File: src/utcl_pkg.sv
`timescale 1ns / 1ps

package utcl_pkg;

  // Day counts since 1970-01-01 that bound the supported years 2000..2199.
  localparam logic [16:0] DaysFirstValid = 17'd10957;  // 2000-01-01
  localparam logic [16:0] DaysPastValid  = 17'd84006;  // 2200-01-01

  localparam logic [16:0] SecsPerDay  = 17'd86400;
  localparam logic [16:0] SecsPerHour = 17'd3600;
  localparam logic [12:0] StdOffset   = 13'd3600;
  localparam logic [12:0] DstOffset   = 13'd7200;
  localparam logic [19:0] EpochShift  = 20'd719468;
  localparam logic [19:0] DaysPerEra  = 20'd146097;
  localparam logic [17:0] LastDoe     = 18'd146096;

  // Month codes used by the daylight saving rule.
  localparam logic [3:0] MonFeb = 4'd2;
  localparam logic [3:0] MonMar = 4'd3;
  localparam logic [3:0] MonApr = 4'd4;
  localparam logic [3:0] MonSep = 4'd9;
  localparam logic [3:0] MonOct = 4'd10;

  // Classified timestamp handed from the front end to the back end.
  typedef struct packed {
    logic [16:0] days;    // UTC day count since the epoch
    logic [16:0] sod;     // UTC second of day
    logic [2:0]  wd;      // weekday, 0 is Sunday
    logic        utc_ok;  // UTC year lies in the supported range
  } utcl_item_t;

endpackage

File: src/utcl_fifo.sv
`timescale 1ns / 1ps

module utcl_fifo import utcl_pkg::*; #(
  parameter int DEPTH = 4
) (
  input  logic       clk,
  input  logic       rst_n,
  input  logic       push,
  input  utcl_item_t item_in,
  output logic       full,
  input  logic       pop,
  output logic       empty,
  output utcl_item_t item_out
);

  localparam int AW = (DEPTH > 1) ? $clog2(DEPTH) : 1;
  localparam int CW = $clog2(DEPTH + 1);

  utcl_item_t    mem_r [DEPTH];
  logic [AW-1:0] wr_r, wr_nxt, rd_r, rd_nxt;
  logic [CW-1:0] cnt_r, cnt_nxt;

  assign full     = (cnt_r == CW'(DEPTH));
  assign empty    = (cnt_r == '0);
  assign item_out = mem_r[rd_r];

  // Pointer and occupancy updates.
  always_comb begin
    wr_nxt = wr_r;
    rd_nxt = rd_r;
    if (push) begin
      wr_nxt = (wr_r == AW'(DEPTH - 1)) ? '0 : wr_r + 1'b1;
    end
    if (pop) begin
      rd_nxt = (rd_r == AW'(DEPTH - 1)) ? '0 : rd_r + 1'b1;
    end
    case ({push, pop})
      2'b10:   cnt_nxt = cnt_r + 1'b1;
      2'b01:   cnt_nxt = cnt_r - 1'b1;
      default: cnt_nxt = cnt_r;
    endcase
  end

  always_ff @(posedge clk) begin
    if (!rst_n) begin
      wr_r  <= '0;
      rd_r  <= '0;
      cnt_r <= '0;
    end else begin
      wr_r  <= wr_nxt;
      rd_r  <= rd_nxt;
      cnt_r <= cnt_nxt;
    end
  end

  // Storage is written at the tail.
  always_ff @(posedge clk) begin
    if (push) begin
      mem_r[wr_r] <= item_in;
    end
  end

endmodule

File: src/utcl_front.sv
`timescale 1ns / 1ps

module utcl_front import utcl_pkg::*; (
  input  logic        clk,
  input  logic        rst_n,
  input  logic        in_valid,
  output logic        in_ready,
  input  logic [32:0] in_utc_seconds,
  input  logic        q_full,
  output logic        q_push,
  output utcl_item_t  q_item
);

  // Reciprocals for exact division by constants.
  localparam longint unsigned M675 = ((64'd1 << 36) + 64'd674) / 64'd675;
  localparam longint unsigned M7   = ((64'd1 << 20) + 64'd6) / 64'd7;

  logic        en;
  logic        v1_r, v2_r, v3_r;
  logic [16:0] tlo1_r, days1_r;
  logic [16:0] days2_r, sod2_r, x2_r;
  logic [14:0] q2_r;
  utcl_item_t  it3_r;
  logic [52:0] p675;
  logic [33:0] day_secs;
  logic [16:0] x1;
  logic [34:0] p7;
  logic [16:0] q7x;

  // The whole front pipeline moves while the queue has room.
  assign en       = !q_full;
  assign in_ready = en;
  assign q_push   = en && v3_r;
  assign q_item   = it3_r;

  // Day count is t / 86400, taken as (t >> 7) / 675.
  assign p675     = 53'(in_utc_seconds[32:7]) * 53'(M675);
  assign day_secs = 34'(days1_r) * 34'(SecsPerDay);
  assign x1       = days1_r + 17'd4;
  assign p7       = 35'(x1) * 35'(M7);
  assign q7x      = 17'({2'b00, q2_r} * 17'd7);

  always_ff @(posedge clk) begin
    if (!rst_n) begin
      v1_r <= 1'b0;
      v2_r <= 1'b0;
      v3_r <= 1'b0;
    end else if (en) begin
      v1_r <= in_valid;
      v2_r <= v1_r;
      v3_r <= v2_r;
    end
  end

  always_ff @(posedge clk) begin
    if (en) begin
      // Stage one: day count.
      tlo1_r  <= in_utc_seconds[16:0];
      days1_r <= p675[36 +: 17];
      // Stage two: second of day and weekday quotient.
      days2_r <= days1_r;
      sod2_r  <= tlo1_r - day_secs[16:0];
      x2_r    <= x1;
      q2_r    <= p7[20 +: 15];
      // Stage three: weekday and range classification.
      it3_r.days   <= days2_r;
      it3_r.sod    <= sod2_r;
      it3_r.wd     <= 3'(x2_r - q7x);
      it3_r.utc_ok <= (days2_r >= DaysFirstValid) && (days2_r < DaysPastValid);
    end
  end

endmodule

File: src/utcl_date.sv
`timescale 1ns / 1ps

module utcl_date import utcl_pkg::*; (
  input  logic        clk,
  input  logic        en,
  input  logic [16:0] days_in,
  output logic [11:0] year,
  output logic [3:0]  month,
  output logic [4:0]  day
);

  localparam longint unsigned M1460  = ((64'd1 << 29) + 64'd1459) / 64'd1460;
  localparam longint unsigned M36524 = ((64'd1 << 34) + 64'd36523) / 64'd36524;
  localparam longint unsigned M365   = ((64'd1 << 27) + 64'd364) / 64'd365;
  localparam longint unsigned M100   = ((64'd1 << 16) + 64'd99) / 64'd100;
  localparam longint unsigned M153   = ((64'd1 << 19) + 64'd152) / 64'd153;
  localparam longint unsigned M5     = ((64'd1 << 14) + 64'd4) / 64'd5;

  logic [19:0] z, era_base;
  logic [2:0]  era;
  logic [2:0]  era1_r, era2_r, era3_r, era4_r, era5_r, era6_r;
  logic [17:0] doe1_r, doe2_r, doe3_r, doe4_r;
  logic [6:0]  a2_r;
  logic [2:0]  b2_r;
  logic        c2_r;
  logic [17:0] n3_r;
  logic [8:0]  yoe4_r, yoe5_r, yoe6_r;
  logic [8:0]  doy5_r, doy6_r;
  logic [3:0]  mp6_r;
  logic [36:0] pa, pb, py;
  logic [18:0] pc;
  logic [17:0] yday;
  logic [10:0] x153, x5;
  logic [22:0] pm, pd;
  logic [3:0]  mon;
  logic [11:0] year_nxt;

  // Era selection by comparison against whole eras.
  assign z = 20'(days_in) + EpochShift;
  always_comb begin
    if (z >= 20'(5 * 146097))      era = 3'd5;
    else if (z >= 20'(4 * 146097)) era = 3'd4;
    else if (z >= 20'(3 * 146097)) era = 3'd3;
    else if (z >= 20'(2 * 146097)) era = 3'd2;
    else if (z >= DaysPerEra)      era = 3'd1;
    else                           era = 3'd0;
    era_base = 20'(era * DaysPerEra);
  end

  assign pa   = 37'(doe1_r) * 37'(M1460);
  assign pb   = 37'(doe1_r) * 37'(M36524);
  assign py   = 37'(n3_r) * 37'(M365);
  assign pc   = 19'(yoe4_r) * 19'(M100);
  assign yday = 18'(yoe4_r) * 18'd365 + 18'(yoe4_r[8:2]) - 18'(pc[16 +: 3]);
  assign x153 = 11'(doy5_r) * 11'd5 + 11'd2;
  assign pm   = 23'(x153) * 23'(M153);
  assign x5   = 11'(mp6_r) * 11'd153 + 11'd2;
  assign pd   = 23'(x5) * 23'(M5);
  assign mon  = (mp6_r < 4'd10) ? mp6_r + 4'd3 : mp6_r - 4'd9;
  assign year_nxt = 12'(yoe6_r) + 12'(era6_r) * 12'd400 + ((mon <= MonFeb) ? 12'd1 : 12'd0);

  always_ff @(posedge clk) begin
    if (en) begin
      // Stage one: era and day of era.
      era1_r <= era;
      doe1_r <= 18'(z - era_base);
      // Stage two: leap corrections.
      era2_r <= era1_r;
      doe2_r <= doe1_r;
      a2_r   <= pa[29 +: 7];
      b2_r   <= pb[34 +: 3];
      c2_r   <= (doe1_r == LastDoe);
      // Stage three: corrected day count.
      era3_r <= era2_r;
      doe3_r <= doe2_r;
      n3_r   <= doe2_r - 18'(a2_r) + 18'(b2_r) - 18'(c2_r);
      // Stage four: year of era.
      era4_r <= era3_r;
      doe4_r <= doe3_r;
      yoe4_r <= py[27 +: 9];
      // Stage five: day of the March-based year.
      era5_r <= era4_r;
      yoe5_r <= yoe4_r;
      doy5_r <= 9'(doe4_r - yday);
      // Stage six: March-based month.
      era6_r <= era5_r;
      yoe6_r <= yoe5_r;
      doy6_r <= doy5_r;
      mp6_r  <= pm[19 +: 4];
      // Stage seven: calendar date.
      month  <= mon;
      day    <= 5'(doy6_r - pd[14 +: 9] + 9'd1);
      year   <= year_nxt;
    end
  end

endmodule

File: src/utcl_back.sv
`timescale 1ns / 1ps

module utcl_back import utcl_pkg::*; (
  input  logic        clk,
  input  logic        rst_n,
  input  logic        q_empty,
  output logic        q_pop,
  input  utcl_item_t  q_item,
  output logic        out_valid,
  input  logic        out_ready,
  output logic        out_valid_res,
  output logic [11:0] out_civil_year,
  output logic [3:0]  out_civil_month,
  output logic [4:0]  out_civil_day,
  output logic [4:0]  out_local_hour,
  output logic [5:0]  out_local_minute,
  output logic [5:0]  out_local_second,
  output logic [12:0] out_offset_seconds,
  output logic        out_summer_time
);

  localparam int DateLat = 7;
  localparam longint unsigned M3600 = ((64'd1 << 29) + 64'd3599) / 64'd3600;
  localparam longint unsigned M60   = ((64'd1 << 18) + 64'd59) / 64'd60;

  typedef struct packed {
    logic        ok;
    logic        dst;
    logic [12:0] off;
    logic [11:0] year;
    logic [3:0]  mon;
    logic [4:0]  day;
    logic [16:0] lsod;
    logic [4:0]  hour;
    logic [11:0] rem;
    logic [5:0]  minute;
  } stage_t;

  logic               en;
  utcl_item_t         side_r [DateLat];
  logic [DateLat-1:0] sv_r;
  logic [11:0]        uy, ly;
  logic [3:0]         um, lm;
  logic [4:0]         ud, ld;
  logic               v8_r, v9_r, v10_r, v11_r, v12_r;
  stage_t             p8_r, p9_r, p10_r, p11_r, p8_nxt;
  stage_t             p9_nxt, p10_nxt, p11_nxt;
  logic [34:0]        ph;
  logic [24:0]        pmin;
  logic [16:0]        hsecs;
  logic [11:0]        msecs;
  logic               passed, after, dst, wrap;
  logic [17:0]        lsod_raw;
  logic [16:0]        days_next;
  utcl_item_t         s6;

  // The back pipeline moves as a whole whenever the result register frees up.
  assign en        = !v12_r || out_ready;
  assign q_pop     = en && !q_empty;
  assign out_valid = v12_r;
  assign days_next = q_item.days + 17'd1;

  // Dates for the UTC day and for the following day, in parallel.
  utcl_date u_date_utc (
    .clk(clk), .en(en), .days_in(q_item.days), .year(uy), .month(um), .day(ud)
  );
  utcl_date u_date_next (
    .clk(clk), .en(en), .days_in(days_next), .year(ly), .month(lm), .day(ld)
  );

  // Daylight saving decision and local second of day.
  assign s6 = side_r[DateLat-1];
  always_comb begin
    passed   = ({1'b0, ud} >= ({3'b000, s6.wd} + 6'd25));
    after    = passed && ((s6.wd != 3'd0) || (s6.sod >= SecsPerHour));
    if ((um >= MonApr) && (um <= MonSep)) dst = 1'b1;
    else if (um == MonMar)                dst = after;
    else if (um == MonOct)                dst = !after;
    else                                  dst = 1'b0;
    p8_nxt     = '0;
    p8_nxt.dst = dst;
    p8_nxt.off = dst ? DstOffset : StdOffset;
    lsod_raw   = 18'(s6.sod) + 18'(p8_nxt.off);
    wrap       = (lsod_raw >= 18'(SecsPerDay));
    p8_nxt.lsod = wrap ? 17'(lsod_raw - 18'(SecsPerDay)) : 17'(lsod_raw);
    p8_nxt.ok   = s6.utc_ok && (!wrap || ((s6.days + 17'd1) < DaysPastValid));
    p8_nxt.year = wrap ? ly : uy;
    p8_nxt.mon  = wrap ? lm : um;
    p8_nxt.day  = wrap ? ld : ud;
  end

  assign ph    = 35'(p8_r.lsod) * 35'(M3600);
  assign hsecs = 17'(p9_r.hour) * SecsPerHour;
  assign pmin  = 25'(p10_r.rem) * 25'(M60);
  assign msecs = 12'(p11_r.minute) * 12'd60;

  // Hour, seconds into the hour and minute, one per stage.
  always_comb begin
    p9_nxt         = p8_r;
    p9_nxt.hour    = ph[29 +: 5];
    p10_nxt        = p9_r;
    p10_nxt.rem    = 12'(p9_r.lsod - hsecs);
    p11_nxt        = p10_r;
    p11_nxt.minute = pmin[18 +: 6];
  end

  always_ff @(posedge clk) begin
    if (!rst_n) begin
      sv_r  <= '0;
      v8_r  <= 1'b0;
      v9_r  <= 1'b0;
      v10_r <= 1'b0;
      v11_r <= 1'b0;
      v12_r <= 1'b0;
    end else if (en) begin
      sv_r  <= {sv_r[DateLat-2:0], q_pop};
      v8_r  <= sv_r[DateLat-1];
      v9_r  <= v8_r;
      v10_r <= v9_r;
      v11_r <= v10_r;
      v12_r <= v11_r;
    end
  end

  always_ff @(posedge clk) begin
    if (en) begin
      // Side data waits alongside the date converters.
      side_r[0] <= q_item;
      for (int k = 1; k < DateLat; k++) begin
        side_r[k] <= side_r[k-1];
      end
      p8_r  <= p8_nxt;
      p9_r  <= p9_nxt;
      p10_r <= p10_nxt;
      p11_r <= p11_nxt;
      // Result register; out-of-range results are all zero.
      out_valid_res      <= p11_r.ok;
      out_civil_year     <= p11_r.ok ? p11_r.year : '0;
      out_civil_month    <= p11_r.ok ? p11_r.mon : '0;
      out_civil_day      <= p11_r.ok ? p11_r.day : '0;
      out_local_hour     <= p11_r.ok ? p11_r.hour : '0;
      out_local_minute   <= p11_r.ok ? p11_r.minute : '0;
      out_local_second   <= p11_r.ok ? 6'(p11_r.rem - msecs) : '0;
      out_offset_seconds <= p11_r.ok ? p11_r.off : '0;
      out_summer_time    <= p11_r.ok && p11_r.dst;
    end
  end

endmodule

File: src/utc_to_local_civil_time_eu_dst.sv
`timescale 1ns / 1ps

// Converts a 33-bit UTC Unix timestamp into local civil time under the EU
// daylight saving rule (one hour offset in winter, two in summer, switching at
// 01:00 UTC on the last Sundays of March and October). One timestamp is taken
// per clock cycle while the queue has room, and results come out in order:
// three front stages find the day count, second of day and weekday, a queue
// of QUEUE_DEPTH entries follows, and twelve back stages run two seven-stage
// calendar converters side by side before the time of day is split out.
// Timestamps whose UTC date or local date lies outside the years 2000 to 2199
// are flagged invalid with all other fields zero.
module utc_to_local_civil_time_eu_dst import utcl_pkg::*; #(
  parameter int QUEUE_DEPTH = 4
) (
  input  logic        clk,
  input  logic        rst_n,
  input  logic        in_valid,
  output logic        in_ready,
  input  logic [32:0] in_utc_seconds,
  output logic        out_valid,
  input  logic        out_ready,
  output logic        out_valid_res,
  output logic [11:0] out_civil_year,
  output logic [3:0]  out_civil_month,
  output logic [4:0]  out_civil_day,
  output logic [4:0]  out_local_hour,
  output logic [5:0]  out_local_minute,
  output logic [5:0]  out_local_second,
  output logic [12:0] out_offset_seconds,
  output logic        out_summer_time
);

  logic       q_full, q_push, q_empty, q_pop;
  utcl_item_t q_in, q_out;

  // Front end: timestamp split and classification.
  utcl_front u_front (
    .clk(clk), .rst_n(rst_n),
    .in_valid(in_valid), .in_ready(in_ready), .in_utc_seconds(in_utc_seconds),
    .q_full(q_full), .q_push(q_push), .q_item(q_in)
  );

  // Decoupling queue.
  utcl_fifo #(.DEPTH(QUEUE_DEPTH)) u_fifo (
    .clk(clk), .rst_n(rst_n),
    .push(q_push), .item_in(q_in), .full(q_full),
    .pop(q_pop), .empty(q_empty), .item_out(q_out)
  );

  // Back end: calendar conversion, daylight saving and time of day.
  utcl_back u_back (
    .clk(clk), .rst_n(rst_n),
    .q_empty(q_empty), .q_pop(q_pop), .q_item(q_out),
    .out_valid(out_valid), .out_ready(out_ready),
    .out_valid_res(out_valid_res), .out_civil_year(out_civil_year),
    .out_civil_month(out_civil_month), .out_civil_day(out_civil_day),
    .out_local_hour(out_local_hour), .out_local_minute(out_local_minute),
    .out_local_second(out_local_second), .out_offset_seconds(out_offset_seconds),
    .out_summer_time(out_summer_time)
  );

endmodule
File: config.mk
export PLATFORM = sky130hd
export DESIGN_NAME = utc_to_local_civil_time_eu_dst
export DESIGN_NICKNAME = d
export VERILOG_FILES = /design/src/utcl_pkg.sv /design/src/utcl_fifo.sv /design/src/utcl_front.sv /design/src/utcl_date.sv /design/src/utcl_back.sv /design/src/utc_to_local_civil_time_eu_dst.sv
export SDC_FILE = /design/constraint.sdc
export NUM_CORES = 2
export LEC_CHECK = 0
export BUFFER_PORTS_ARGS = -buffer_cell sky130_fd_sc_hd__buf_2
export CAP_MARGIN = 10
export CORE_MARGIN = 3
export CORE_UTILIZATION = 31
export DETAILED_ROUTE_END_ITERATION = 16
export PLACE_DENSITY = 0.54
export SYNTH_ARGS = -nofsm -noshare
export SYNTH_HDL_FRONTEND = slang
export SYNTH_SLANG_ARGS = --single-unit
File: constraint.sdc
create_clock -name clk -period 38.1 [get_ports clk]
set_input_delay 5.715 -clock clk [delete_from_list [all_inputs] [get_ports clk]]
set_output_delay 5.715 -clock clk [all_outputs]
set_load 0.1 [all_outputs]
==> impl_metrics.env <==
export IMPL_status="finished clean"
export IMPL_clock_latency_ps=740
export IMPL_drc=0
export IMPL_worstMarginPinSlew_ps=1073
export IMPL_finalMaxSlewViolations=0
export IMPL_yosysTopAreaCell="edfxtp_1"
export IMPL_final_common_cell="ha_1"
export IMPL_die_h_um=582.6
export IMPL_hold_path_class="reg -> reg"
export IMPL_synth_top_area_share_pct=31.15
export IMPL_num_vias=57020
export IMPL_wl_per_cell_um=15.72
export IMPL_fillers=32660
export IMPL_fin_setup_tns_ps=0
export IMPL_post_cts_resized=0
export IMPL_cpMostUsedCell="fa_1"
export IMPL_initial_core_util_pct=31.18
export IMPL_avgViaCountPerCell=4.380
export IMPL_clock_sinks=1093
export IMPL_synthArstFlopShare_pct=0
export IMPL_routabilityCongestion=0.8747
export IMPL_synth_area_leaders="edfxtp_1 (31%), ha_1 (25%), fa_1 (23%), inv_1 (7.3%), xnor2_1 (2.5%)"
export IMPL_cts_tree="done"
export IMPL_max_freq_ghz=0.07831
export IMPL_cp_start_kind="input port"
export IMPL_grt_overflow_total=0
export IMPL_clk_root_buffer_cell="clkbuf_16"
export IMPL_avgSynthCellArea_um2=12.38
export IMPL_io_buffer_count=84
export IMPL_drt_total_wl_mm=204.5
export IMPL_antenna_found_initial=3
export IMPL_syn_inst=8323
export IMPL_final_hold_violation_count=0
export IMPL_synth_edf_count=1069
export IMPL_period_share_pct=33.52
export IMPL_critPathKind="in -> reg"
export IMPL_syn_to_final_growth_pct=9.755
export IMPL_dp_hpwl_mm=167.3
export IMPL_core_area_um2=330500
export IMPL_synth_flop_cell="edfxtp_1"
export IMPL_worst_path_max_fanout=10
export IMPL_track_usage_pct=12.43
export IMPL_synth_ff_latch_count=1093
export IMPL_numCtsBuffers=120
export IMPL_ctsHoldBuffers=0
export IMPL_die_area_um2=339400
export IMPL_finClkSkew_ps=70.57
export IMPL_cts_setup_buffers=0
export IMPL_relSlewSlack_pct=28.48
export IMPL_htree_levels=3
export IMPL_first_pass_iters=5
export IMPL_final_cell_mix="ha_1 (2088), inv_1 (1998), fa_1 (1175)"
export IMPL_synth_cell_type_count=91
export IMPL_rsz0062_at_grt="no"
export IMPL_arrival_ps=13250
export IMPL_synth_warnings=0
export IMPL_cp_end_kind="flop"
export IMPL_maxCapViolCount=0
export IMPL_grt_pass1_wl_mm=339.8
export IMPL_clk_pin_slew_ps=60
export IMPL_setup_viol=0
export IMPL_dieWidth_um=582.6
export IMPL_fin_crit_ps=12770
export IMPL_ys_seq_area_share_pct=31.62
export IMPL_cts_max_path_buffers=3
export IMPL_nNetsFinal=11850
export IMPL_grt_max_degree=162
export IMPL_io_pins=92
export IMPL_drtAntennaViolNets=0
export IMPL_required_ps=38580
export IMPL_syn_area_um2=103100
export IMPL_fp_row_count=211
export IMPL_crit_family="adder cells"
export IMPL_cp_num_buf_inv=5
export IMPL_slowest_stage="a2111oi_0"
export IMPL_slowest_delay_ps=560
export IMPL_drive_gt1_share_pct=4.810
export IMPL_grt_pass1_vias=62830
export IMPL_drtIter0Drc=2156
export IMPL_r2r_slack_ps=29630
-- stage by stage --
stage	cells	instance area (µm²)	util (%)	hold WS, ps	setup slack (ps)
2_1_floorplan	8354	103200	-	400.3	8787
5_1_grt	13020	113100	34.22	407.7	24900
3_5_place_dp	12790	109100	33.02	404.5	24680
4_1_cts	13020	113100	34.22	397.9	25470
6_report	13020	113100	34.22	399.2	25330
3_3_place_gp	12790	109100	33.02	400.8	24790
-- final cells by class --
cell class              instances  area (µm²)  area share [%]
inverters                    2001        7523           6.652
repair buffers                126       760.7          0.6726
flip-flops and latches       1093       32580           28.81
multi-input cells            5205       62810           55.53
clock buffers                 138        3070           2.715
well taps                    4366        5463           4.830
clock inverters                86       890.9          0.7876
diodes                          1       2.502        0.002212
-- kinds of logic (layout without fill, tap and decap cells) --
family | after synthesis | count (layout) | synth area share, %
compound gates | 707 | 707 | 4.554
fa+ha+maj | 3264 | 3264 | 48.19
mux | 67 | 67 | 1.135
simple gates | 744 | 744 | 3.613
flops | 1093 | 1093 | 31.62
other cells | 2 | 34 | 0.007287
xor+xnor | 390 | 390 | 3.322
buf+inv | 2056 | 2351 | 7.568
-- metal layers --
metal	vias up	track usage (%)	part of all wire, %
li1	27890	-	-
met1	28410	16.51	46
met2	525	22.02	50
met3	191	1.243	2.2
met4	0	2.348	1.7
met5	-	0	0
-- synth_stat cells (11+ instances only) --
library cell  count
ha_1           2088
inv_1          1999
fa_1           1175
edfxtp_1       1069
xnor2_1         299
nor2_1          198
a21oi_1         171
nand2_1         145
o21ai_0         134
a21o_1          126
xor2_1           90
o21a_1           73
nor3_1           71
and2_1           61
nor2b_1          61
nand2b_1         43
nand3_1          42
a21boi_0         35
mux4_2           35
nand4_1          35
o21bai_1         34
clkbuf_1         27
dfxtp_1          24
mux2_2           23
or2_2            20
a31oi_1          16
or3_1            15
buf_4            14
a211oi_1         13
and3_1           13
a41o_1           11
-- worst paths after layout --
kind,start,endpoint,cells after the start
min reg2reg,u_back.u_date_utc.yoe5_r[7]$_DFFE_PP_,u_back.u_date_utc.yoe6_r[7]$_DFFE_PP_,0
min,u_back.u_date_utc.yoe5_r[7]$_DFFE_PP_,u_back.u_date_utc.yoe6_r[7]$_DFFE_PP_,0
max,in_utc_seconds[19],u_front.days1_r[16]$_DFFE_PN_,26
max reg2reg,u_back.u_date_next.mp6_r[0]$_DFFE_PP_,u_back.u_date_next.day[4]$_DFFE_PP_,33
-- flip-flops by register name (all words and copies together) (netlist names), 18 cells and up, named ones only --
register and count:
u_front.q_item 38, u_back.u_date_utc.n3_r 18, u_back.u_date_next.doe1_r 18, u_back.p8_r 41, u_back.p10_nxt 41, u_back.u_date_next.n3_r 18, u_fifo.mem_r 152, u_back.u_date_next.doe2_r 18
u_back.u_date_utc.doe1_r 18, u_back.side_r 266, u_back.p10_r 41, u_back.p11_r 41, u_back.u_date_utc.doe2_r 18
Power is not shown: default switching activity piles up to over one toggle a cycle in this logic, so the estimate is an artifact.
